===== config.mk =====
export PLATFORM = sky130hd
export DESIGN_NAME = cdw_div_cell
export DESIGN_NICKNAME = d
export VERILOG_FILES = /design/src/rtl/cdw_pkg.sv /design/src/rtl/cdw_div_cell.sv
export SDC_FILE = /design/constraint.sdc
export NUM_CORES = 1
export LEC_CHECK = 0
export BUFFER_PORTS_ARGS = -buffer_cell sky130_fd_sc_hd__buf_2
export CAP_MARGIN = 25
export CORE_ASPECT_RATIO = 0.7
export CORE_MARGIN = 1
export CORE_UTILIZATION = 48
export DETAILED_ROUTE_END_ITERATION = 16
export GPL_TIMING_DRIVEN = 0
export PLACE_DENSITY = 0.89
export SLEW_MARGIN = 20
export SYNTH_ARGS = -nofsm -noshare
export SYNTH_HDL_FRONTEND = slang
export SYNTH_SLANG_ARGS = --single-unit

===== constraint.sdc =====
create_clock -name clk -period 4.3 [get_ports clk]
set_input_delay 0.645 -clock clk [delete_from_list [all_inputs] [get_ports clk]]
set_output_delay 0.645 -clock clk [all_outputs]
set_load 0.03 [all_outputs]

===== src/rtl/cdw_pkg.sv =====
// ----------------------------------------------------------------------------
// cdw_pkg: shared types and constants of the concentric disk warp
// Fixed-point widths, request/result structs, stage structs and the
// arctangent table of the rotation chain.
// ----------------------------------------------------------------------------
package cdw_pkg;

  localparam int SAMPLE_BITS  = 16;
  localparam int ANGLE_STAGES = 16;

  // remapped coordinate, radius and divider remainder widths
  localparam int A_W   = SAMPLE_BITS + 2;
  localparam int R_W   = SAMPLE_BITS + 1;
  localparam int REM_W = SAMPLE_BITS + 2;
  // wedge ratio in Q30, up to and including 1.0
  localparam int Q_W   = 31;
  // rotation datapath and residual angle
  localparam int C_W   = 33;
  localparam int Z_W   = 32;
  // radius scaling shift and product width
  localparam int SH    = SAMPLE_BITS + 15;
  localparam int P_W   = R_W + C_W;
  // square root chain
  localparam int SQ_STAGES = 16;
  localparam int D_W       = 31;

  localparam logic [29:0]          PI4_Q30    = 30'd843314857;
  localparam logic signed [C_W-1:0] GAIN_Q30  = C_W'(652032874);
  localparam logic [29:0]          INV_PI_Q30 = 30'd341782638;
  localparam logic [14:0]          INV_PI_Q16 = 15'd20861;
  localparam logic [30:0]          ONE_Q30    = 31'h4000_0000;
  localparam logic [14:0]          Z_MAX      = 15'h7fff;

  typedef enum logic [1:0] {
    WEDGE_E = 2'd0,
    WEDGE_N = 2'd1,
    WEDGE_W = 2'd2,
    WEDGE_S = 2'd3
  } wedge_t;

  typedef struct packed {
    logic [15:0] sample_u;
    logic [15:0] sample_v;
  } in_t;

  typedef struct packed {
    logic signed [15:0] point_x;
    logic signed [15:0] point_y;
    logic [14:0]        point_z;
    logic [14:0]        density;
  } out_t;

  // per-request geometry carried alongside the angle work
  typedef struct packed {
    logic [R_W-1:0] r;
    logic           neg;
    wedge_t         wedge;
    logic           mode;
  } geo_t;

  typedef struct packed {
    logic             valid;
    geo_t             geo;
    logic [REM_W-1:0] rem;
    logic [Q_W-1:0]   q;
  } div_t;

  typedef struct packed {
    logic                   valid;
    geo_t                   geo;
    logic signed [Z_W-1:0]  z;
    logic signed [C_W-1:0]  cx;
    logic signed [C_W-1:0]  cy;
  } rot_t;

  typedef struct packed {
    logic               valid;
    logic               mode;
    logic [D_W-1:0]     d;
    logic [D_W-1:0]     res;
  } sqr_t;

  // arctangent of 2^-idx in Q30 radians
  function automatic logic signed [Z_W-1:0] atan_entry(input logic [4:0] idx);
    logic signed [Z_W-1:0] v;
    unique case (idx)
      5'd0:    v = Z_W'(843314857);
      5'd1:    v = Z_W'(497837829);
      5'd2:    v = Z_W'(263043837);
      5'd3:    v = Z_W'(133525159);
      5'd4:    v = Z_W'(67021687);
      5'd5:    v = Z_W'(33543516);
      5'd6:    v = Z_W'(16775851);
      5'd7:    v = Z_W'(8388437);
      5'd8:    v = Z_W'(4194283);
      5'd9:    v = Z_W'(2097149);
      default: v = Z_W'(ONE_Q30 >> idx);
    endcase
    return v;
  endfunction

endpackage


===== src/rtl/cdw_div_cell.sv =====
// ----------------------------------------------------------------------------
// cdw_div_cell: one quotient bit of the wedge ratio
// Restoring division step; a zero divisor yields zero quotient bits.
// ----------------------------------------------------------------------------
module cdw_div_cell (
  input  logic          clk,
  input  logic          rst,
  input  cdw_pkg::div_t din,
  output cdw_pkg::div_t dout
);
  import cdw_pkg::*;

  logic [REM_W-1:0] dvs;
  logic [REM_W-1:0] kept;
  logic             ge;

  // trial subtract
  always_comb begin
    dvs  = REM_W'(din.geo.r);
    ge   = (din.rem >= dvs) && (din.geo.r != '0);
    kept = ge ? (din.rem - dvs) : din.rem;
  end

  // advance to the next cell
  always_ff @(posedge clk) begin
    if (rst) begin
      dout.valid <= 1'b0;
    end else begin
      dout.valid <= din.valid;
    end
    dout.geo <= din.geo;
    dout.rem <= {kept[REM_W-2:0], 1'b0};
    dout.q   <= {din.q[Q_W-2:0], ge};
  end

endmodule


======== Word-level counts from Yosys, hierarchy flattened ========
Cells that the tools add are included.
Widths: inputs -> output; s select.
storage, ports and cells
  flip-flop bits (word level) ............. 70
  latch bits .............................. 0
  memory bits (writable) .................. 0
  memory bits (read-only) ................. 0
  input port bits ......................... 73
  memories ................................ 0
cells by class
  add/sub/neg operators ................... 1
  multipliers ............................. 0
  div/mod/pow operators ................... 0
  $lt $le $gt $ge ......................... 1
  equal/unequal tests ..................... 0
  shift operators ......................... 0
  mux-type cells .......................... 1
  bitwise operators ....................... 0
  reductions and logical operators ........ 2
operators by type and width
  kind                number
  $ge 18x17->1        1
  $mux 17             1
  $reduce_bool 17->1  1
  $sub 17x17->17      1
  $logic_and 1x1->1   1

======== Longest topological paths before layout ========
  word-level depth ........................ 3
  depth in mapped cells ................... 12
  gate-level depth less buffers ........... 11

======== Worst setup path after synthesis ========
No wires, ideal clock.
  path kind ............................... input -> register
  start ................................... input port din[31] (netlist bit)
  end ..................................... register dout[39] (netlist bit)
  data arrival time ....................... 2.599 ns
  setup slack ............................. 1.580 ns
  cell stages on the path ................. 12
  path buffers ............................ 1
  path through ............................ inv_1 > ha_1 > inv_1 > fa_1 > a21oi_1 > o211ai_2 > a21boi_2 > a211oi_2 > o21ai_4 > inv_4 > buf_12 > mux2_4
on the way
  cells in the longest elaborated chain, start to end .. 3
RTL lines
  element            line                text
  from (decl)        cdw_div_cell.sv:8   input cdw_pkg::div_t din,
  $ge 18x17->1       cdw_div_cell.sv:20  ge = (din.rem >= dvs) && (din.geo.r != '0);
  $logic_and 1x1->1  cdw_div_cell.sv:20
  named net ge       cdw_div_cell.sv:15  logic ge;
  $mux 17            cdw_div_cell.sv:21  kept = ge ? (din.rem - dvs) : din.rem;
  named net kept[7]  cdw_div_cell.sv:14  logic [REM_W-1:0] kept;
  to (decl)          cdw_div_cell.sv:9   output cdw_pkg::div_t dout
The timed path passes the listed nets, and every way through them passes these cells.
A chain may end at the register's enable or synchronous reset.

======== Worst setup path in the final report ========
  start ................................... input port din[31] (netlist bit)
  end ..................................... register dout[47] (netlist bit)
The elaborated chain is that of the path after synthesis.

==> summary.md <==
The flow ran to the end, and the final reports show no timing, DRC or antenna violations. Register bank with the most flops: dout. The logs give 0 for the number of DRC violations after detailed routing and 2760 µm² for the summed instance area of the synthesized netlist. The logs give 410 for the count of filler cells inserted in the layout and 4530 ps for the worst endpoint required time.

The tools report the number of distinct library cells after synthesis as 51. Once the clock tree was built, the setup fixing pass inserted 0 buffers. Power after layout: 1770 µW. Setup repair after global routing left no endpoint under its margin.

Broken down by cell family, the worst path's largest delay share belongs to compound AO/OA/AOI/OAI gates. The library cell used most frequently in the layout, excluding fill and tap cells, is buf_2. For this design the static power due to leakage is 0.00189 µW. Registers take 1400 µm². CTS saw 70 sinks. The summed area of non-filler cells in the final layout was 3780 µm²; the post-route clock period utilization was 63.7%. The flip-flop cell with the highest count after synthesis is dfxtp_1.

The clock slew at the register clock pins of the worst setup and hold paths was 80 ps; the total negative slack was 0 ps. The worst hold path belongs to the class primary input to flip-flop. The number of cells on the worst hold path is 1, and the number of gates resized after CTS is 0.

Across every metal layer, demand over resource in global routing totals 24.1%. The longest clock path from root to sink contains 2 buffers. Dividing total power by cell area gives a power density of 467 nW/µm². The run gives 398 ps as the final hold slack. Detailed placement ended at an HPWL of 5470 µm. The x dimension of the die was 92.7 µm; the final net count was 489. The number of hold-slack violations in the final timing report was 0.

The nature of the critical path startpoint was a primary input. At the end of routability-driven placement, the weighted congestion stood at 0.878. Along the worst path, the maximum fanout reaches 10.

Yosys printed 0 warnings. The path with the worst hold slack has its endpoint at dout[7]$_DFF_P_. The synthesized design contains 0 enable-type register cells. The run gives 2412 as the total via count in the routed design. The origin of the worst min-delay path is din[6].

Together, buffers and inverters on the worst path number 5. The logs give 0.247 mV for the peak supply drop and 0 for the antenna diode count. The tools report the number of global-route vias before repair as 2305. The pin count of the biggest net entering global routing was 14; the arrival time reported for the critical path endpoint was 2960 ps.

In the synthesized netlist the async set-or-reset flop fraction comes to 0%. The post-route minimum period came out at 2740 ps. The initialized floorplan defines 22 standard-cell rows.

After detailed routing, the average wire length per cell comes to 15.2 µm. The violation count after the first detailed-routing iteration is 141, and the post-detailed-route count of antenna-violating nets is 0. Met1 wire length: 3010 µm. In this design, the stage delay of the slowest critical-path cell is 420 ps. 144 I/O pins were placed. Timing-limited maximum frequency: 365 MHz. The fraction of final layout cells with drive strength greater than 1 works out to 47.1%. The placeable core area was 5400 µm²; the number of antenna violations at the first check in global routing was 0.

The synthesized area per cell was 11.2 µm²; the utilization after layout was 70.1%. The synthesized design contains 70 register bits. For the number of pins exceeding their max-slew limit in the final report, the log shows 0.

Leaving out fill and tap cells, the most frequent cells in the layout are buf_2 (141), dfxtp_1 (70), inv_1 (21). The uppermost layer routed is met4. The flip-flop count of the largest register, all copies and words added is 70.

In this run the cell area measured after placement is 3560 µm². The logs give 3490 µm for the met2 routed wirelength and 0 for the final global-route overflow total. The signal on the critical path passes through buf_2 -> inv_1 -> ha_1 -> inv_1 -> fa_1 -> a21oi_1 -> o211ai_2 -> a21boi_2 -> a211oi_2 -> o21ai_4 -> inv_4 -> buf_12 -> mux2_4.

STA classifies the critical path endpoint as a flip-flop. The root buffer cell chosen for the clock tree is clkbuf_8. The number of setup violations in the final report is 0. By instance count, the cell type seen most on the critical path is inv_1. For the number of buffers added to fix hold violations after cts, the log shows 0. The first global-routing pass estimated 10900 µm of wire.

Sequential cells were found to cover 50.7% of the synthesized design area. The port buffer count was 141. The floorplan step set the die height to 65.5 µm.

Detailed routing placed a total of 605 µm of wire on met3. The cell at the slowest stage of the critical path was fa_1. The area growth from synthesis to layout is 36.8%. In the final layout, the registers with the most flip-flops are dout x70.

The first detailed-routing pass ran for 5 iterations. Once the floorplan was initialized, standard cells occupied 51.2% of the core. The setup path with the least slack is of type primary input to flip-flop. The number of CTS-inserted buffers was 9. The detailed-route wire length is 7200 µm. The tools report the max-capacitance violation count as 0. In this run the number of H-tree levels came out at 3. Dividing the detail-routed via count by the number of cells gives 5.08.

When the netlist entered floorplanning its net count stood at 337. TritonCTS built the clock tree. The die covers 6070 µm². In the synthesized netlist, the number of instances is 246.

The multi-input combinational cells in the finished layout cover a total of 1220 µm².
-- synthesized netlist by cell type, types with 4 or more instances --
cell / number / area (µm²)
a21oi_1: 10 / 50.1
dfxtp_1: 70 / 1400
ha_1: 17 / 213
inv_1: 21 / 78.8
mux2_2: 8 / 90.1
mux2_4: 9 / 135
nand2_1: 11 / 41.3
nand3_1: 4 / 20.0
nor2_1: 11 / 41.3
nor4_1: 5 / 31.3
o21a_1: 5 / 37.5
o21ai_0: 6 / 30.0
o31ai_1: 4 / 30.0
xnor2_1: 6 / 52.6
xor2_1: 6 / 52.6
-- kinds of logic (layout without fill, tap and decap cells) --
kind of cell / after synthesis / in the layout / synth area share, %
AO/OA/AOI/OAI: 53 / 53 / 14.9
XOR/XNOR: 12 / 12 / 3.80
adder cells (fa/ha/maj): 18 / 18 / 8.42
buffers and inverters: 27 / 184 / 4.94
flip-flops: 70 / 70 / 50.7
multiplexers: 18 / 18 / 8.51
other: 1 / 1 / 0.136
AND/OR/NAND/NOR: 47 / 47 / 8.56
-- power breakdown --
| group | switching (µW) | leakage [µW] | internal [µW] |
|---|---|---|---|
| registers | 14.0 | 0.000591 | 709 |
| logic | 278 | 0.00119 | 177 |
| clock network | 256 | 0.000107 | 331 |
| total | 548 | 0.00189 | 1220 |
-- final cells by class --
type,instances,area share [%]
well taps,72,2.38
clock inverters,6,2.48
repair buffers,141,18.7
inverters,22,2.25
plain buffers,5,1.36
clock buffers,10,3.38
flip-flops and latches,70,37.1
multi-input cells,149,32.4
-- per-stage QoR --
stage	setup slack (ps)	cells
after global routing	1410	475
after CTS	1570	475
after detailed placement	1220	459
after global placement	1230	459
after floorplan	1580	246
final	1560	475
-- layer usage --
layer  vias up  global-route usage, %
met1      1121                   28.3
li1       1167                      -
met3        13                   8.10
met2       111                   41.9
met4         0                   7.31
met5         -                      0
-- how the worst max path moves through the flow --
stage | startpoint | endpoint | depth (start not counted)
after global placement | din[31] | dout[47]$_DFF_P_ | 13
after global routing | din[31] | dout[40]$_DFF_P_ | 13
final | din[31] | dout[47]$_DFF_P_ | 13
after CTS | din[31] | dout[41]$_DFF_P_ | 13
after detailed placement | din[31] | dout[45]$_DFF_P_ | 13
after floorplan | din[31] | dout[39]$_DFF_P_ | 12
Power figures use the tool's default switching activity.
