--- src/rtl/cdw_pkg.sv ---
// ----------------------------------------------------------------------------
// cdw_pkg: shared types and constants of the concentric disk warp
// Fixed-point widths, request/result structs, stage structs and the
// arctangent table of the rotation chain.
// ----------------------------------------------------------------------------
package cdw_pkg;

  localparam int SAMPLE_BITS  = 16;
  localparam int ANGLE_STAGES = 16;

  // remapped coordinate, radius and divider remainder widths
  localparam int A_W   = SAMPLE_BITS + 2;
  localparam int R_W   = SAMPLE_BITS + 1;
  localparam int REM_W = SAMPLE_BITS + 2;
  // wedge ratio in Q30, up to and including 1.0
  localparam int Q_W   = 31;
  // rotation datapath and residual angle
  localparam int C_W   = 33;
  localparam int Z_W   = 32;
  // radius scaling shift and product width
  localparam int SH    = SAMPLE_BITS + 15;
  localparam int P_W   = R_W + C_W;
  // square root chain
  localparam int SQ_STAGES = 16;
  localparam int D_W       = 31;

  localparam logic [29:0]          PI4_Q30    = 30'd843314857;
  localparam logic signed [C_W-1:0] GAIN_Q30  = C_W'(652032874);
  localparam logic [29:0]          INV_PI_Q30 = 30'd341782638;
  localparam logic [14:0]          INV_PI_Q16 = 15'd20861;
  localparam logic [30:0]          ONE_Q30    = 31'h4000_0000;
  localparam logic [14:0]          Z_MAX      = 15'h7fff;

  typedef enum logic [1:0] {
    WEDGE_E = 2'd0,
    WEDGE_N = 2'd1,
    WEDGE_W = 2'd2,
    WEDGE_S = 2'd3
  } wedge_t;

  typedef struct packed {
    logic [15:0] sample_u;
    logic [15:0] sample_v;
  } in_t;

  typedef struct packed {
    logic signed [15:0] point_x;
    logic signed [15:0] point_y;
    logic [14:0]        point_z;
    logic [14:0]        density;
  } out_t;

  // per-request geometry carried alongside the angle work
  typedef struct packed {
    logic [R_W-1:0] r;
    logic           neg;
    wedge_t         wedge;
    logic           mode;
  } geo_t;

  typedef struct packed {
    logic             valid;
    geo_t             geo;
    logic [REM_W-1:0] rem;
    logic [Q_W-1:0]   q;
  } div_t;

  typedef struct packed {
    logic                   valid;
    geo_t                   geo;
    logic signed [Z_W-1:0]  z;
    logic signed [C_W-1:0]  cx;
    logic signed [C_W-1:0]  cy;
  } rot_t;

  typedef struct packed {
    logic               valid;
    logic               mode;
    logic [D_W-1:0]     d;
    logic [D_W-1:0]     res;
  } sqr_t;

  // arctangent of 2^-idx in Q30 radians
  function automatic logic signed [Z_W-1:0] atan_entry(input logic [4:0] idx);
    logic signed [Z_W-1:0] v;
    unique case (idx)
      5'd0:    v = Z_W'(843314857);
      5'd1:    v = Z_W'(497837829);
      5'd2:    v = Z_W'(263043837);
      5'd3:    v = Z_W'(133525159);
      5'd4:    v = Z_W'(67021687);
      5'd5:    v = Z_W'(33543516);
      5'd6:    v = Z_W'(16775851);
      5'd7:    v = Z_W'(8388437);
      5'd8:    v = Z_W'(4194283);
      5'd9:    v = Z_W'(2097149);
      default: v = Z_W'(ONE_Q30 >> idx);
    endcase
    return v;
  endfunction

endpackage

--- src/rtl/cdw_rot_cell.sv ---
// ----------------------------------------------------------------------------
// cdw_rot_cell: one rotation step of the angle-to-cosine/sine chain
// Drives the residual angle toward zero with floor shifts.
// ----------------------------------------------------------------------------
module cdw_rot_cell (
  input  logic          clk,
  input  logic          rst,
  input  logic [4:0]    stage,
  input  cdw_pkg::rot_t din,
  output cdw_pkg::rot_t dout
);
  import cdw_pkg::*;

  logic signed [C_W-1:0] dx;
  logic signed [C_W-1:0] dy;
  logic signed [Z_W-1:0] at;

  always_comb begin
    dx = din.cy >>> stage;
    dy = din.cx >>> stage;
    at = atan_entry(stage);
  end

  // rotate toward the residual angle
  always_ff @(posedge clk) begin
    if (rst) begin
      dout.valid <= 1'b0;
    end else begin
      dout.valid <= din.valid;
    end
    dout.geo <= din.geo;
    if (din.z >= 0) begin
      dout.cx <= din.cx - dx;
      dout.cy <= din.cy + dy;
      dout.z  <= din.z - at;
    end else begin
      dout.cx <= din.cx + dx;
      dout.cy <= din.cy - dy;
      dout.z  <= din.z + at;
    end
  end

endmodule

--- config.mk ---
export PLATFORM = sky130hd
export DESIGN_NAME = cdw_rot_cell
export DESIGN_NICKNAME = d
export VERILOG_FILES = /design/src/rtl/cdw_pkg.sv /design/src/rtl/cdw_rot_cell.sv
export SDC_FILE = /design/constraint.sdc
export NUM_CORES = 1
export LEC_CHECK = 0
export BUFFER_PORTS_ARGS = -buffer_cell sky130_fd_sc_hd__buf_2
export CELL_PAD_IN_SITES_DETAIL_PLACEMENT = 2
export CELL_PAD_IN_SITES_GLOBAL_PLACEMENT = 2
export CORE_MARGIN = 3
export CORE_UTILIZATION = 34
export DETAILED_ROUTE_END_ITERATION = 10
export GPL_TIMING_DRIVEN = 1
export PLACE_DENSITY_LB_ADDON = 0.1
export SLEW_MARGIN = 20
export SYNTH_ARGS = -nofsm -noshare
export SYNTH_HDL_FRONTEND = slang
export SYNTH_SLANG_ARGS = --single-unit
--- constraint.sdc ---
create_clock -name clk -period 7.6 [get_ports clk]
set_input_delay 1.52 -clock clk [delete_from_list [all_inputs] [get_ports clk]]
set_output_delay 1.52 -clock clk [all_outputs]
set_load 0.01 [all_outputs]
* Yosys cells after proc, flatten, opt, wreduce, memory -nomap -nowiden
Index checks and enable logic that the tools add are counted.
Storage, ports and cells: flip-flop bits (word level) 120, input port bits 127, output and inout bits 120, word-level logic and storage cells 30
Operators by class: add/sub/neg operators 6, order comparisons 1, equality and inequality tests 9, shift operators 3, mux-type cells 2, reduce and logical (&&, ||, !) cells 1
Operator list (number):
- case mux 32 bit (10 select lines) | 1
- two-way mux 98 bit | 1
- adder 33 bit | 2
- >>> shifter 33 x 5 -> 33 bit | 2
- subtractor 33 bit | 2
- adder 32 bit | 1
- >= comparator 32 x 1 -> 1 bit, second input constant | 1
- >> shifter 31 x 5 -> 32 bit, first input constant | 1
- subtractor 32 bit | 1
- == test 5 x 3 -> 1 bit, second input constant | 4
- == test 5 x 2 -> 1 bit, second input constant | 2
- == test 5 x 4 -> 1 bit, second input constant | 2
- == test 5 x 1 -> 1 bit, second input constant | 1
- zero test 5 bit | 1

* Logic depth before layout (Yosys ltp)
word-level depth 4, gate-level depth with buffers 27, gate-level depth less buffers 22

* Worst setup path before layout
Ideal clock, no wire load.
path type input port to flip-flop, start in stage[4], end reg dout[97] (netlist bit), library setup time 0.116 ns, arrival time 6.454 ns, data required time 7.484 ns, setup slack 1.029 ns, stages 23, buffers on the path 7, cell sequence clkbuf_1 clkbuf_1 clkbuf_1 clkbuf_1 clkbuf_1 clkbuf_1 clkbuf_1 o22ai_1 inv_1 ha_1 o2111ai_1 o21ai_0 xor2_1 ha_1 a21o_1 a21oi_1 o21ai_0 or4_1 a31oi_1 a31oi_1 a31oi_1 nand3_1 o211a_1
Between the ends: cells in the longest elaborated chain, start to end 4, elaborated cells on any way between the ends 15, classes of those cells add/sub: 2; eq/ne: 9; shift: 1; mux: 2; reduce/logical: 1
Ends and longest elaborated chain:
- start: declaration | line cdw_rot_cell.sv:8 | input logic [4:0] stage,
- >> shifter 31 x 5 -> 32 bit, or another cell as far along | line cdw_pkg.sv:97 | default: v = Z_W'(ONE_Q30 >> idx);
- case mux 32 bit (10 select lines) (*) | line cdw_pkg.sv:86 | unique case (idx)
- adder 32 bit / subtractor 32 bit (equally long branches) | line cdw_rot_cell.sv:39, cdw_rot_cell.sv:35
- two-way mux 98 bit (*) | line cdw_rot_cell.sv:32 | if (din.z >= 0) begin
- end: declaration | line cdw_rot_cell.sv:10 | output cdw_pkg::rot_t dout
Every way passes the cells marked *; elsewhere a longest branch is shown, timed or not. A chain may end at the register's enable or synchronous reset.

* Final worst setup path
start in stage[0], end reg dout[61] (netlist bit)
Between the ends: cells in the longest elaborated chain, start to end 3, elaborated cells on any way between the ends 4, classes of those cells add/sub: 2; shift: 1; mux: 1
Ends and longest elaborated chain:
- >>> shifter 33 x 5 -> 33 bit (*) | line cdw_rot_cell.sv:19 | dx = din.cy >>> stage;
- adder 33 bit / subtractor 33 bit (equally long branches) | line cdw_rot_cell.sv:37, cdw_rot_cell.sv:33
- two-way mux 98 bit (*) | line cdw_rot_cell.sv:32
Marks and branches as above.

==> flow_summary.ini <==
[place]
hpwlAfterDp_mm = 51.52
gp_congestion = 0.9474
port_buffers = 246

[sta]
post-route-min-period_ps = 7136
whs_ps = 1124
slew_viol_final = 0
worst_pin_slew_ps = 1175
fin_tns_setup_ps = 0
max_freq_mhz = 140.1
relSlewSlack = 0.2138
rsz0062_at_grt = no
hold_viol_final = 0
finalCritPeriodShare = 0.9389
setup_violations = 0

[power]
seqPwrFrac = 0.239
totalPowerFinal_mw = 3.873
power_frac_comb = 0.543
power_density_nw_per_um2 = 226.4
internal_power_mw = 2.231
clock_power_share = 0.218
p_leak_nw = 7.420
switching_share = 0.4240
ir_drop_mv = 0.1902
power_switching_mw = 1.642

[synth]
yosysWarnings = 0
synth_top_family_by_area = compound AO/OA/AOI/OAI gates
yosys.area_share.simple = 0.1598
synthFlopType = dfxtp_1
synth_area_leaders = dfxtp_1 17%, mux4_2 12%, ha_1 8.8%
synth_cells = 1682
synth-seq-cells = 120
syn_area_per_cell_um2 = 8.281
synth_fa_ha_area_frac = 0.09235
synth.top_cell.area_share = 0.1725
ys_types = 87
synthArstFlopShare = 0
synth_xor_area_frac = 0.09998
synth_edf_count = 0
synth-compound-area-share = 0.2544
syn_area_um2 = 13930
ys_seq_area_frac = 0.1725
syn-num-nets = 1910
synthMuxAreaShare = 0.1777
synth_top_cell_by_area = dfxtp_1

[global_routing]
use_met3 = 0.06242
grt_pass1_vias = 16590
antenna_found_initial = 1
grt_pass1_wl_mm = 99.15
grt-busiest-layer = met2
overflow = 0
met2_usage = 0.5043
grtUsageTotal = 0.2917
grt_max_degree = 76
grtUsageMet1 = 0.3430

[route]
wl_per_cell_um = 25.26
finalWirelength_mm = 63.87
vias = 15220
dr.pass1.iters = 5
drtAntennaViolNets = 0
drtIter0Drc = 906
viasPerCell = 6.019
drc = 0

[floorplan]
die_y_um = 208.4
die_w_um = 208.4
ioPinCount = 247
core_um2 = 40100
rows = 73
initial_core_util = 0.3474
dieArea_um2 = 43430

[clock_network]
cts.htree.levels = 4
post_cts_resized = 0
cts_buffers = 17
cts_tree = yes
cts_hold_buf = 0
cts_setup_buffers = 0
root_buffer = clkbuf_16
clkSlewWorstSetupHoldPaths_ps = 70
clock-sinks = 120
cts_buffer_depth = 2

[critical_path]
slowest_stage = mux4_2
timing.critical_path.mode_cell = buf_4
crit_path_end_kind = register
critPathRequiredTime_ps = 7970
arrival_ps = 7510
slowest_delay_ps = 590
crit_fanout = 26
critPathKind = in -> reg
cp-start-kind = input pin
path_cells = buf_4 > buf_4 > mux4_2 > mux4_2 > mux2i_1 > ha_1 > and4_1 > buf_4 > nand3_1 > o21ai_0 > xnor2_1 > ha_1 > nand3_1 > or2_2 > nor2_1 > a21oi_1 > buf_4 > o31ai_1 > a311oi_1 > buf_4 > nor2_1 > nor2_1 > xnor2_1

[finish]
largest_register = dout
fillers = 4600
largestRegisters = dout x120
layout-drive-gt1-share = 0.2706
fin_nets = 2218
largest_register_ffs = 120
syn_to_final_growth_pct = 22.80

[status]
status = completed

[job]
cap_viol_max_count = 0

[hold_path]
hp-class = in -> reg
[through the flow]
stage | cell area [µm²] | util | worst slack [ps] | instances
global placement | 16500 | 0.4115 | 247.2 | 2496
detailed placement | 16500 | 0.4115 | 53.31 | 2496
CTS | 17100 | 0.4265 | 580.2 | 2528
floorplan | 13930 | - | 1029 | 1682
finish | 17100 | 0.4266 | 464.2 | 2529
global route | 17100 | 0.4266 | 99.85 | 2529
[placed cells by master, fill, tap and decap left out, drive strengths merged, types with 6 or more instances in the layout]
master | Yosys | final
nand2 | 145 | 145
dfxtp | 120 | 120
a21boi | 7 | 7
or2 | 14 | 14
a211o | 8 | 8
buf | 39 | 383
a22oi | 6 | 6
nor3 | 29 | 29
and3 | 11 | 11
or3 | 11 | 11
nand2b | 26 | 26
nor2 | 128 | 128
and2 | 15 | 15
nand3 | 28 | 28
nor2b | 18 | 18
o22ai | 25 | 25
o31ai | 18 | 18
a21o | 42 | 42
o221ai | 8 | 8
clkbuf | 55 | 17
nand4 | 8 | 8
mux2i | 56 | 56
ha | 98 | 98
inv | 46 | 55
o211ai | 10 | 10
xnor2 | 104 | 104
o21a | 21 | 21
a21oi | 128 | 128
o21bai | 13 | 13
a211oi | 11 | 11
xor2 | 55 | 55
a31oi | 27 | 27
o21ai | 132 | 132
mux4 | 72 | 72
mux2 | 26 | 26
nor4 | 6 | 6
a221oi | 16 | 16
a2111oi | 6 | 6
[worst max-delay path: cells and delay by family]
kind | cells | cell delay (ps)
xor gates and xnor gates | 2 | 260
adders and majority gates | 2 | 640
buffers and inverters | 5 | 1130
and+or+nand+nor | 7 | 1560
AOI/OAI and AO/OA | 4 | 1000
muxes | 3 | 1370
[routing by layer]
metal | up-vias | part of all wire | wire length [µm]
met4 | 0 | 0.045 | 2883
met2 | 576 | 0.49 | 31600
li1 | 6935 | - | -
met3 | 158 | 0.066 | 4243
met5 | - | 0 | 0
met1 | 7552 | 0.39 | 25150
[final cells by class]
class	instances	area, µm²	area share
Clock inverter	15	177.7	0.01039
Timing Repair Buffer	383	2340	0.1368
Tap cell	525	656.9	0.03841
Antenna cell	1	2.502	0.0001463
Sequential cell	120	2402	0.1405
Multi-Input combinational cell	1421	10920	0.6386
Inverter	47	176.4	0.01031
Clock buffer	17	425.4	0.02487
[power groups by stage]
stage | logic, mW | clock network (mW) | registers [mW]
2_1_floorplan | 1.13 | 0 | 1.07
3_3_place_gp | 2.03 | 0 | 0.937
6_report | 2.10 | 0.843 | 0.926
5_1_grt | 2.30 | 0.903 | 0.953
3_5_place_dp | 2.09 | 0 | 0.942
4_1_cts | 2.11 | 0.876 | 0.932
[cells in the mapped netlist, types with 27 or more instances]
cell type,n
clkbuf_1,55
mux4_2,72
a21oi_1,128
mux2i_1,56
a31oi_1,27
nor3_1,29
a21o_1,42
dfxtp_1,120
xor2_1,55
ha_1,98
inv_1,45
nand3_1,28
xnor2_1,104
nor2_1,127
o21ai_0,128
nand2_1,145
[final timing paths]
check / start / to / depth (start not counted)
setup / recovery: stage[0] / dout[61] / 23
hold / removal: din[105] / dout[105] / 1
[cell families after synthesis]
logic type / after synthesis
xor+xnor: 159
flops: 120
mux: 154
simple gates: 465
buf+inv: 141
fa+ha+maj: 101
compound gates: 542
Note: power is estimated with default switching activity, not from simulation.
