<file path="config.mk">
export PLATFORM = sky130hd
export DESIGN_NAME = cdw_sqrt_cell
export DESIGN_NICKNAME = d
export VERILOG_FILES = /design/src/rtl/cdw_pkg.sv /design/src/rtl/cdw_sqrt_cell.sv
export SDC_FILE = /design/constraint.sdc
export NUM_CORES = 1
export LEC_CHECK = 0
export BUFFER_PORTS_ARGS = -buffer_cell sky130_fd_sc_hd__buf_2
export CAP_MARGIN = 20
export CORE_ASPECT_RATIO = 0.5
export CORE_MARGIN = 4
export CORE_UTILIZATION = 40
export CTS_BUF_LIST = sky130_fd_sc_hd__clkbuf_2
export DETAILED_ROUTE_END_ITERATION = 8
export GPL_ROUTABILITY_DRIVEN = 0
export PLACE_DENSITY = 0.62
export SYNTH_ARGS = -nofsm -noshare
export SYNTH_HDL_FRONTEND = slang
export SYNTH_SLANG_ARGS = --single-unit
</file>
<file path="constraint.sdc">
create_clock -name clk -period 6.3 [get_ports clk]
set_input_delay 0.315 -clock clk [delete_from_list [all_inputs] [get_ports clk]]
set_output_delay 0.315 -clock clk [all_outputs]
set_load 0.05 [all_outputs]
</file>
<file path="src/rtl/cdw_pkg.sv">
// ----------------------------------------------------------------------------
// cdw_pkg: shared types and constants of the concentric disk warp
// Fixed-point widths, request/result structs, stage structs and the
// arctangent table of the rotation chain.
// ----------------------------------------------------------------------------
package cdw_pkg;

  localparam int SAMPLE_BITS  = 16;
  localparam int ANGLE_STAGES = 16;

  // remapped coordinate, radius and divider remainder widths
  localparam int A_W   = SAMPLE_BITS + 2;
  localparam int R_W   = SAMPLE_BITS + 1;
  localparam int REM_W = SAMPLE_BITS + 2;
  // wedge ratio in Q30, up to and including 1.0
  localparam int Q_W   = 31;
  // rotation datapath and residual angle
  localparam int C_W   = 33;
  localparam int Z_W   = 32;
  // radius scaling shift and product width
  localparam int SH    = SAMPLE_BITS + 15;
  localparam int P_W   = R_W + C_W;
  // square root chain
  localparam int SQ_STAGES = 16;
  localparam int D_W       = 31;

  localparam logic [29:0]          PI4_Q30    = 30'd843314857;
  localparam logic signed [C_W-1:0] GAIN_Q30  = C_W'(652032874);
  localparam logic [29:0]          INV_PI_Q30 = 30'd341782638;
  localparam logic [14:0]          INV_PI_Q16 = 15'd20861;
  localparam logic [30:0]          ONE_Q30    = 31'h4000_0000;
  localparam logic [14:0]          Z_MAX      = 15'h7fff;

  typedef enum logic [1:0] {
    WEDGE_E = 2'd0,
    WEDGE_N = 2'd1,
    WEDGE_W = 2'd2,
    WEDGE_S = 2'd3
  } wedge_t;

  typedef struct packed {
    logic [15:0] sample_u;
    logic [15:0] sample_v;
  } in_t;

  typedef struct packed {
    logic signed [15:0] point_x;
    logic signed [15:0] point_y;
    logic [14:0]        point_z;
    logic [14:0]        density;
  } out_t;

  // per-request geometry carried alongside the angle work
  typedef struct packed {
    logic [R_W-1:0] r;
    logic           neg;
    wedge_t         wedge;
    logic           mode;
  } geo_t;

  typedef struct packed {
    logic             valid;
    geo_t             geo;
    logic [REM_W-1:0] rem;
    logic [Q_W-1:0]   q;
  } div_t;

  typedef struct packed {
    logic                   valid;
    geo_t                   geo;
    logic signed [Z_W-1:0]  z;
    logic signed [C_W-1:0]  cx;
    logic signed [C_W-1:0]  cy;
  } rot_t;

  typedef struct packed {
    logic               valid;
    logic               mode;
    logic [D_W-1:0]     d;
    logic [D_W-1:0]     res;
  } sqr_t;

  // arctangent of 2^-idx in Q30 radians
  function automatic logic signed [Z_W-1:0] atan_entry(input logic [4:0] idx);
    logic signed [Z_W-1:0] v;
    unique case (idx)
      5'd0:    v = Z_W'(843314857);
      5'd1:    v = Z_W'(497837829);
      5'd2:    v = Z_W'(263043837);
      5'd3:    v = Z_W'(133525159);
      5'd4:    v = Z_W'(67021687);
      5'd5:    v = Z_W'(33543516);
      5'd6:    v = Z_W'(16775851);
      5'd7:    v = Z_W'(8388437);
      5'd8:    v = Z_W'(4194283);
      5'd9:    v = Z_W'(2097149);
      default: v = Z_W'(ONE_Q30 >> idx);
    endcase
    return v;
  endfunction

endpackage

</file>
<file path="src/rtl/cdw_sqrt_cell.sv">
// ----------------------------------------------------------------------------
// cdw_sqrt_cell: one digit of the integer square root
// Tests one result bit per cell, from bit weight 2^30 downward by fours.
// ----------------------------------------------------------------------------
module cdw_sqrt_cell (
  input  logic          clk,
  input  logic          rst,
  input  logic [3:0]    step,
  input  cdw_pkg::sqr_t din,
  output cdw_pkg::sqr_t dout
);
  import cdw_pkg::*;

  logic [D_W-1:0] bitv;
  logic [D_W-1:0] trial;

  always_comb begin
    bitv  = D_W'(1) << (5'd30 - {step, 1'b0});
    trial = din.res + bitv;
  end

  // accept or reject this result bit
  always_ff @(posedge clk) begin
    if (rst) begin
      dout.valid <= 1'b0;
    end else begin
      dout.valid <= din.valid;
    end
    dout.mode <= din.mode;
    if (din.d >= trial) begin
      dout.d   <= din.d - trial;
      dout.res <= (din.res >> 1) + bitv;
    end else begin
      dout.d   <= din.d;
      dout.res <= din.res >> 1;
    end
  end

endmodule

</file>
# Word level (Yosys, flattened, before mapping)
# Cells that the tools add are included.
dict set report word_totals {
  register_bits 64
  out_inout_bits 64
  elab_cells 12
}
dict set report op_classes {
  add_sub_neg 4
  n_lt_le_gt_ge 1
  shifts 1
  muxes 1
}
# operator n
set op_table {}
lappend op_table {{$mux W62} 1}
lappend op_table {{$add A30 B31 Y31} 1}
lappend op_table {{$add A31 B31 Y31} 1}
lappend op_table {{$ge A31 B31 Y1} 1}
lappend op_table {{$shl A1 B5 Y31 const A} 1}
lappend op_table {{$sub A31 B31 Y31} 1}
lappend op_table {{$sub A5 B5 Y5 const A} 1}

# Logic depth before layout (Yosys ltp)
# Gate-level depths: netlist of the first run.
dict set report logic_depth {
  word_depth 5
  ltp_mapped 22
  mapped_depth_nobuf 20
}

# Worst setup path before layout of the first run
# OpenSTA, ideal clock, no wires.
dict set report synth_path {
  path_kind {input port to flip-flop}
  startpoint {input port step[2]}
  endpoint {register dout[32] (netlist name)}
  t_arrival_ns 4.133
  t_required_ns 6.179
  slack_ns 2.046
  cell_stages 20
  n_path_buf 2
  path_cell_list {nand2_1 -> nor3_1 -> ha_1 -> a31oi_1 -> o21bai_1 -> a41oi_2 -> o21ai_2 -> a21oi_2 -> nor2_1 -> a221oi_2 -> xor2_1 -> ha_1 -> clkbuf_1 -> a21o_1 -> a21o_1 -> a31oi_1 -> nor3b_1 -> a21o_1 -> buf_4 -> mux2_2}
}
dict set report synth_via {
  elab_chain_len 5
}
# element line
set synth_lines {}
lappend synth_lines {{start: declaration} cdw_sqrt_cell.sv:8} ;# input logic [3:0] step,
lappend synth_lines {{$sub A5 B5 Y5 *} cdw_sqrt_cell.sv:18} ;# bitv = D_W'(1) << (5'd30 - {step, 1'b0});
lappend synth_lines {{$shl A1 B5 Y31 *} cdw_sqrt_cell.sv:18}
lappend synth_lines {{$add A31 B31 Y31 *} cdw_sqrt_cell.sv:19} ;# trial = din.res + bitv;
lappend synth_lines {{$sub A31 B31 Y31 / $ge A31 B31 Y1 (equally long branches)} {cdw_sqrt_cell.sv:31, cdw_sqrt_cell.sv:30}}
lappend synth_lines {{$mux W62 *} cdw_sqrt_cell.sv:30} ;# if (din.d >= trial) begin
lappend synth_lines {{end: declaration} cdw_sqrt_cell.sv:10} ;# output cdw_pkg::sqr_t dout
# Mark *: on every way between the ends. The rest lies on a longest branch, timed or not.
# A chain may end at the register's enable or synchronous reset.

# Final worst setup path of the first run
dict set report layout_path {
  startpoint {input port din[6] (netlist name)}
  endpoint {register dout[11] (netlist name)}
}
dict set report layout_via {
  elab_chain_len 3
}
# element line
set layout_lines {}
lappend layout_lines {{start: declaration} cdw_sqrt_cell.sv:9} ;# input cdw_pkg::sqr_t din,
lappend layout_lines {{$add A31 B31 Y31} cdw_sqrt_cell.sv:19}
lappend layout_lines {{$ge A31 B31 Y1} cdw_sqrt_cell.sv:30}
lappend layout_lines {{$mux W62 *} cdw_sqrt_cell.sv:30}
# Marked as above.

==> results of run 1 <==
layout by cell type, fill, tap and decap left out, types with 3 or more instances in the layout:
master         synthesis  routed
nand2_1               82      82
o22ai_1                4       4
a31oi_1               28      28
nor2b_1                8       8
o21bai_1              14      14
nor3b_1                3       3
o21ai_1                4       4
mux2_2                 6       6
o21a_1                 5       5
or3_1                  4       4
nor2_1                79      79
a21oi_1               54      54
ha_1                  61      61
clkbuf_2               0       9
inv_1                 15      15
a31o_2                 5       5
buf_2                  6     133
nand3b_1               4       4
nand3_1               12      12
nand4_1                7       7
dlygate4sd3_1          0      29
xnor2_1               32      32
a21o_1                16      16
xor2_1                48      48
and3_1                 5       5
dfxtp_1               64      64
o211ai_1               6       6
o21ai_0               41      41
and2_1                 5       5
nor4_1                 4       4
clkinv_1               0       3
nand2b_1              15      15
a21boi_0               3       3
a21oi_2                4       4
o31ai_1                5       5
a211oi_1               6       6
nor3_1                18      18
per-layer routing:
| layer | vias up | track usage, % | part of all wire (%) |
|---|---|---|---|
| met5 | - | 0 | 0.12 |
| met1 | 2585 | 31.10 | 52 |
| met4 | 4 | 3.923 | 1.1 |
| met2 | 191 | 29.14 | 39 |
| met3 | 21 | 5.914 | 7.7 |
| li1 | 2983 | - | - |
report_power, final:
group,switching [mW],internal (mW)
clock,0.169,0.127
combinational,0.595,0.261
sequential,0.0190,0.480
total,0.784,0.868
worst paths after layout:
check | slack (ns) | endpoint | from
min | 0.05 | dout[52] | din[52]
max | 1.24 | dout[11] | din[6]
logic make-up (layout without fill, tap and decap cells):
group	count (synthesis)	after routing	share of synthesized area, %
and+or+nand+nor	256	256	20.65
AOI/OAI and AO/OA	221	221	26.48
xor gates and xnor gates	80	80	12.13
adders and majority gates	66	66	14.30
DFF	64	64	22.19
buffers and inverters	34	196	2.730
muxes	8	8	1.517
other	0	2	0
cell type report:
type	instances	area, um2
diodes	2	5.005
clock buffers	9	45.04
clock inverters	7	86.33
fillers	1398	6810
inverters	15	56.30
multi-input cells	631	4335
flip-flops and latches	64	1281
well taps	192	240.2
repair buffers	165	991.0
==> reports/results.ini, run 1 <==
[yosys]
synth_top_cell_by_area = dfxtp_1
synth.yosys.seq_area_share_pct = 22.19
synthDistinctLibCells = 71
synthArstFlopShare_pct = 0
synth_warnings = 0
synth_top_area_share_pct = 22.19
synth-seq-cells = 64
synth-edff-count = 0
synth_area_mm2 = 0.005774
synth_top_flop_cell = dfxtp_1
syn_inst = 729
synth_area_per_cell_um2 = 7.921
synth_commonest_cells = nand2_1 (82), nor2_1 (79), dfxtp_1 (64), ha_1 (61), a21oi_1 (54)
synthTopCellsByArea = dfxtp_1 (22%), ha_1 (13%), xor2_1 (7.3%), nand2_1 (5.3%), nor2_1 (5.1%)
synth.most_common_cell = nand2_1
syn_nets = 861

[drt]
wire_per_inst_um = 15.93
totalWireLength_mm = 17.28
vias_per_cell = 5.331
ant_nets = 0
dr.pass1.iters = 5
route.vias.total = 5784
drt_iter0_drc = 378
route.detailed.drc = 0

[die]
ios = 134
row_count = 30
die_area_mm2 = 0.01654
die_y_um = 92.96
die_w_um = 177.9
start_util_pct = 41.69
core_area_mm2 = 0.01385

[worst_setup_path]
startpoint_type = input pin
worst-setup-path-type = in2reg
crit_chain = dlygate4sd3_1, buf_2, ha_1, a31oi_1, o21bai_1, a41oi_2, o21bai_1, a31oi_1, nor2_1, o21ai_0, xor2_1, ha_1, and3_1, and4_1, a31oi_1, nor3b_1, a21o_1, buf_12, nor2_1, xor2_1
cp.depth = 20
critical_path_required_ns = 6.75
critPathBufInv = 3
cp_common_cell = a31oi_1
cpLargestDelayFamily = compound AO/OA/AOI/OAI gates
end_kind = flip-flop
cp_slowest_cell = a21o_1
max_stage_delay_ns = 0.58
worst-path-max-fanout = 31
arrival_ns = 5.51

[layout]
syn2layout_area_growth_pct = 21.93
largest_reg_flops = 64
top_regs = dout x64
final_cells = 1085
final_util_pct = 50.83
fin_area_mm2 = 0.007041
drive_above_1_share_pct = 20.43
top_register = dout
num-nets-final = 1018

[sta]
report.final.hold_viol_count = 0
setup_viol = 0
period_share_pct = 80.26
worst_slew_pin_slew_ns = 0.8141
fin_setup_tns_ns = 0
finalMaxSlewViolations = 0
layout_setup_ws_ns = 1.244
fin_crit_ns = 5.056
relSlewSlack_pct = 45.40
timing.hold.ws_ns = 0.05071
rsz0062_at_grt = false
fmax_ghz = 0.1978

[clocking]
cts_tree = done
cts_sinks = 64
cts_buffers = 9
htreeDepth = 3
clk_pin_slew_ns = 0.20
cts_setup_buffers = 0
cts_root_buffer = clkbuf_2
cts_hold_buf = 28
clockBufferDepth = 2
cts_resized = 0

[power]
ir_drop_mv = 0.09811
p_leak_nw = 3.081
finalPower_mw = 1.651
cellPowerDensity_mw_per_mm2 = 234.5

[grt]
antenna_found_initial = 4
grt_pass1_wl_mm = 27.47
first_global_vias = 5328
grt-ovfl-total = 0
grt_max_degree = 32
grt.total_usage_pct = 20.72

[outcome]
status = complete, no violations

[worst_hold_path]
whs_path_depth = 3
hp-class = in2reg

[placement]
place_area_mm2 = 0.006614
dp_cells = 1038
port_buffers = 133
hpwl_mm = 13.73
place_ws_ns = 0.9706

[flow_run]
drv_cap = 0

No activity file was read; power rests on OpenSTA's default activity.
==> run 2: changes to the inputs <==
PLACE_DENSITY = 0.65   (was 0.62)
clock period = 4.29 ns   (was 6.3 ns; I/O delays follow)
==> run 2 against run 1 <==
Effect of this change:
- setup slack worse by 1.1 ns
- final area increased by 17%
- worst hold slack improved by 0.095 ns
- critical path depth unchanged
- utilization up 8.6 points
- sequential power increased by 47%
- via count is 11% higher
- count of clock-buffer cells in the layout increased by 2
- sequential share of layout area decreased by 2.6 points
==> reports/results.ini, run 2 (synthesized netlist as in run 1, its figures left out) <==
[worst_setup_path]
end_kind = flip-flop
critPathBufInv = 4
max_stage_delay_ns = 0.53
arrival_ns = 4.63
cpLargestDelayFamily = compound AO/OA/AOI/OAI gates
critical_path_required_ns = 4.75
cp_slowest_cell = dlygate4sd3_1
crit_chain = dlygate4sd3_1, buf_2, ha_1, a31oi_2, o21bai_1, a41oi_2, o21ai_2, a21oi_1, buf_4, nor2_1, o21ai_0, xor2_1, ha_1, a21oi_1, o21a_1, o22ai_1, a31oi_2, a21o_2, buf_4, mux2_2
worst-path-max-fanout = 4
worst-setup-path-type = in2reg
startpoint_type = input pin

[layout]
top_register = dout
largest_reg_flops = 64
nFillCells = 1259
final_cells = 1224
drive_above_1_share_pct = 28.78
layout_commonest_cell = buf_2
num-nets-final = 1159
syn2layout_area_growth_pct = 42.60
num_antenna_cells = 0
top_regs = dout x64
mostFrequentLayoutCells = buf_2 (133), buf_4 (105), nand2_1 (82)

[sta]
fin_crit_ns = 4.169
report.final.hold_viol_count = 0
period_share_pct = 97.18
rsz0062_at_grt = false
fin_setup_tns_ns = 0
setup_viol = 0
relSlewSlack_pct = 62.61
fmax_ghz = 0.2399
finalMaxSlewViolations = 0
worst_slew_pin_slew_ns = 0.5557

[grt]
grt.total_usage_pct = 22.50
grt-ovfl-total = 0
antenna_found_initial = 2
grt_pass1_wl_mm = 29.88
grt_max_degree = 38
first_global_vias = 6085

[drt]
totalWireLength_mm = 19.32
wire_per_inst_um = 15.78
route.detailed.drc = 0
vias_per_cell = 5.269
dr.pass1.iters = 5
ant_nets = 0
drt_iter0_drc = 417
route.vias.total = 6449

[outcome]
status = complete, no violations

[die]
die_w_um = 177.9
core_area_mm2 = 0.01385
start_util_pct = 41.69
die_y_um = 92.96
row_count = 30
ios = 134
die_area_mm2 = 0.01654

[flow_run]
drv_cap = 0

[clocking]
cts_sinks = 64
cts_root_buffer = clkbuf_2
cts_buffers = 9
htreeDepth = 3
cts_tree = done
clk_pin_slew_ns = 0.20
clockBufferDepth = 2

[power]
ir_drop_mv = 0.1308
p_leak_nw = 3.766
cellPowerDensity_mw_per_mm2 = 310.8

[placement]
port_buffers = 133
dp_cells = 1141
hpwl_mm = 14.87

[worst_hold_path]
hp-class = in2reg

[run 2: cell count changes in the layout (fill, tap and decap cells not counted), moves of 2 or more]
cell	previous run	this run
buf_4	2	105
clkinv_2	0	2
dlygate4sd3_1	29	64
diode_2	2	0
clkbuf_2	9	11
clkinvlp_4	2	0
nor4_1	4	2
[run 2: repair_timing]
action / CTS / global route
buffers inserted: 0 / 2
hold buffers: 64 / 0
hold endpoints to repair: 63 / 0
resized for setup: 0 / 11
setup endpoints to repair: 0 / 58
[run 2: layout make-up]
cell class                 count  area, um2  area share [%]
clock buffer                  11      55.05          0.6686
inverter                      15      56.30          0.6838
multi-input combinational    631       4383           53.23
sequential                    64       1281           15.56
tap                          192      240.2           2.917
timing repair buffer         306       2171           26.36
clock inverter                 5      47.55          0.5774
[run 2: report_power, final]
part           internal (mW)  leakage (nW)  total (mW)  switching (mW)
sequential             0.705         0.539       0.733          0.0288
clock                  0.134        0.0708       0.385           0.251
combinational          0.512          3.16        1.44           0.928
[run 2: final timing paths]
kind,startpoint,end,slack [ns],cells past startpoint
setup / recovery,din[6],dout[32],0.12,20
hold / removal,din[0],dout[31],0.15,4
[run 2: through the flow]
| step | cell area, um2 | utilization [%] | worst slack, ns | total power [mW] | hold slack, ns |
|---|---|---|---|---|---|
| finish | 8234 | 59.45 | 0.1209 | 2.560 | 0.1461 |
| global route | 8234 | 59.45 | 0.007616 | 2.707 | 0.09304 |
| CTS | 8143 | 58.79 | 0.07782 | 2.532 | 0.09505 |
| detailed placement | 7400 | 53.42 | -0.2861 | 2.092 | 0.3192 |
| global placement | 7400 | 53.42 | -0.1010 | 2.077 | 0.3195 |
| floorplan | 5774 | - | 0.1367 | 1.671 | 0.2422 |
[run 2: layer usage]
metal,vias to the layer above,global-route usage (%),part of all wire (%)
li1,3248,-,-
met1,2932,31.77,50
met2,240,34.83,42
met3,25,5.220,7.1
met4,4,4.952,1.2
met5,-,0,0.10
==> run 3: changes to the inputs <==
BUFFER_PORTS_ARGS = default   (was -buffer_cell sky130_fd_sc_hd__buf_2)
DONT_BUFFER_PORTS = 1   (was default)
PLACE_DENSITY = 0.56   (was 0.65)
SKIP_CTS_REPAIR_TIMING = 1   (was default)
==> run 3 against run 2 <==
Effect of this change:
- the flow now finishes with violations (negative hold slack)
- fmax is 8.3% higher
- first-iteration DRC count rose by 7.2%
- clock power is essentially flat
- critical path depth stayed put
- global-route usage is 1.2 points lower
- sequential share of layout area is 1.9 points higher
- critical path type unchanged
- highest routed layer is now met4
==> reports/results.ini, run 3 (synthesized netlist as in run 1, its figures left out) <==
[outcome]
status = complete, but fails checks
violations = negative hold slack

[placement]
port_buffers = 0
place_area_mm2 = 0.006576
hpwl_mm = 14.50
dp_cells = 987

[die]
row_count = 30
ios = 134
core_area_mm2 = 0.01385
die_area_mm2 = 0.01654
die_y_um = 92.96
die_w_um = 177.9
start_util_pct = 41.69

[drt]
route.detailed.drc = 0
route.vias.total = 5855
dr.pass1.iters = 5
ant_nets = 0
totalWireLength_mm = 18.87
wire_per_inst_um = 17.65
drt_iter0_drc = 447
vias_per_cell = 5.477

[layout]
layout_commonest_cell = buf_4
fin_area_mm2 = 0.007347
nFillCells = 1359
drive_above_1_share_pct = 15.39
mostFrequentLayoutCells = buf_4 (83), nand2_1 (82), nor2_1 (79)
top_regs = dout x64
largest_reg_flops = 64
final_util_pct = 53.04
num_antenna_cells = 0
num-nets-final = 1004
final_cells = 1069
multiInputGateArea_mm2 = 0.004340
top_register = dout
seq_area_mm2 = 0.001281
syn2layout_area_growth_pct = 27.24

[grt]
grt_use_met2_pct = 27.88
grt_max_degree = 28
grt-ovfl-total = 0
antenna_found_initial = 0
busiest_layer = met1
met1_usage_pct = 33.68
first_global_vias = 5075
grt.met3_usage_pct = 6.485
grt_pass1_wl_mm = 27.77
grt.total_usage_pct = 21.32

[power]
switching_share_pct = 47.59
p_clk_share_pct = 16.4
seqPwrFrac_pct = 48.6
intPower_mw = 1.236
ir_drop_mv = 0.1728
pwr-share-comb_pct = 35.0
cellPowerDensity_mw_per_mm2 = 320.9
p_leak_nw = 3.120
finalPower_mw = 2.358
p_switching_mw = 1.122

[sta]
timing.hold.ws_ns = -0.01215
finalMaxSlewViolations = 0
setup_viol = 0
worst_slew_pin_slew_ns = 0.5282
fmax_ghz = 0.2599
fin_crit_ns = 3.848
period_share_pct = 89.70
relSlewSlack_pct = 64.74
rsz0062_at_grt = false
report.final.hold_viol_count = 1

[clocking]
cts_sinks = 64
cts_buffers = 9
clk_pin_slew_ns = 0.23
cts_tree = done
clockBufferDepth = 2
cts_root_buffer = clkbuf_2
htreeDepth = 3

[worst_setup_path]
arrival_ns = 4.29
startpoint_type = input pin
worst-path-max-fanout = 8
critical_path_required_ns = 4.73
end_kind = flip-flop
worst-setup-path-type = in2reg

[worst_hold_path]
hp-class = in2reg
whs_path_depth = 3

[flow_run]
drv_cap = 0

-- run 3: cell types whose count changed in the layout (fill, tap and decap cells not counted), moves of 2 or more --
| cell | before | now |
|---|---|---|
| nor4_1 | 2 | 4 |
| buf_2 | 133 | 0 |
| clkinv_1 | 2 | 0 |
| buf_4 | 105 | 83 |
| dlygate4sd3_1 | 64 | 66 |
-- run 3: through the flow --
stage                     setup WS, ns  TNS [ns]
final                           0.4420         0
after floorplan                 0.1367         0
after detailed placement       -0.1868    -3.789
after global routing            0.1355         0
after global placement        0.008121         0
after CTS                       0.3893         0
-- run 3: final cells by class --
| cell class | instances | area share [%] |
|---|---|---|
| multi-input combinational | 631 | 59.08 |
| timing repair buffer | 151 | 18.02 |
| inverter | 15 | 0.7663 |
| clock inverter | 4 | 0.6131 |
| clock buffer | 12 | 0.8174 |
| tap | 192 | 3.270 |
| sequential | 64 | 17.44 |
-- run 3: critical path: stages --
cell	delay, ns
nand2_1	0.07
nor3_2	0.21
ha_1	0.30
a31oi_1	0.29
o21bai_1	0.14
a41oi_2	0.23
o21bai_1	0.12
a31oi_1	0.23
nor2_1	0.05
o21ai_0	0.18
xor2_1	0.29
ha_1	0.32
and3_1	0.21
and4_1	0.23
a31oi_1	0.16
nor3b_1	0.22
buf_4	0.16
a21o_1	0.18
buf_4	0.15
mux2_2	0.32
-- run 3: power by group through the flow --
stage | combinational, mW | clock [mW] | sequential (mW)
2_1_floorplan | 0.532 | 0 | 1.14
3_3_place_gp | 0.748 | 0 | 1.16
3_5_place_dp | 0.757 | 0 | 1.16
4_1_cts | 0.761 | 0.401 | 1.15
5_1_grt | 0.915 | 0.430 | 1.16
6_report | 0.826 | 0.386 | 1.15
-- run 3: routing by layer --
metal  part of all wire, %  vias up
met4                  0.82        0
li1                      -     2953
met2                    38      205
met1                    53     2685
met3                   8.3       12
met5                     0        -
-- run 3: worst paths after layout --
kind / endpoint / slack [ns] / startpoint
worst min-delay path: dout[22] / -0.01 / din[20]
worst max-delay path: dout[32] / 0.44 / step[2]
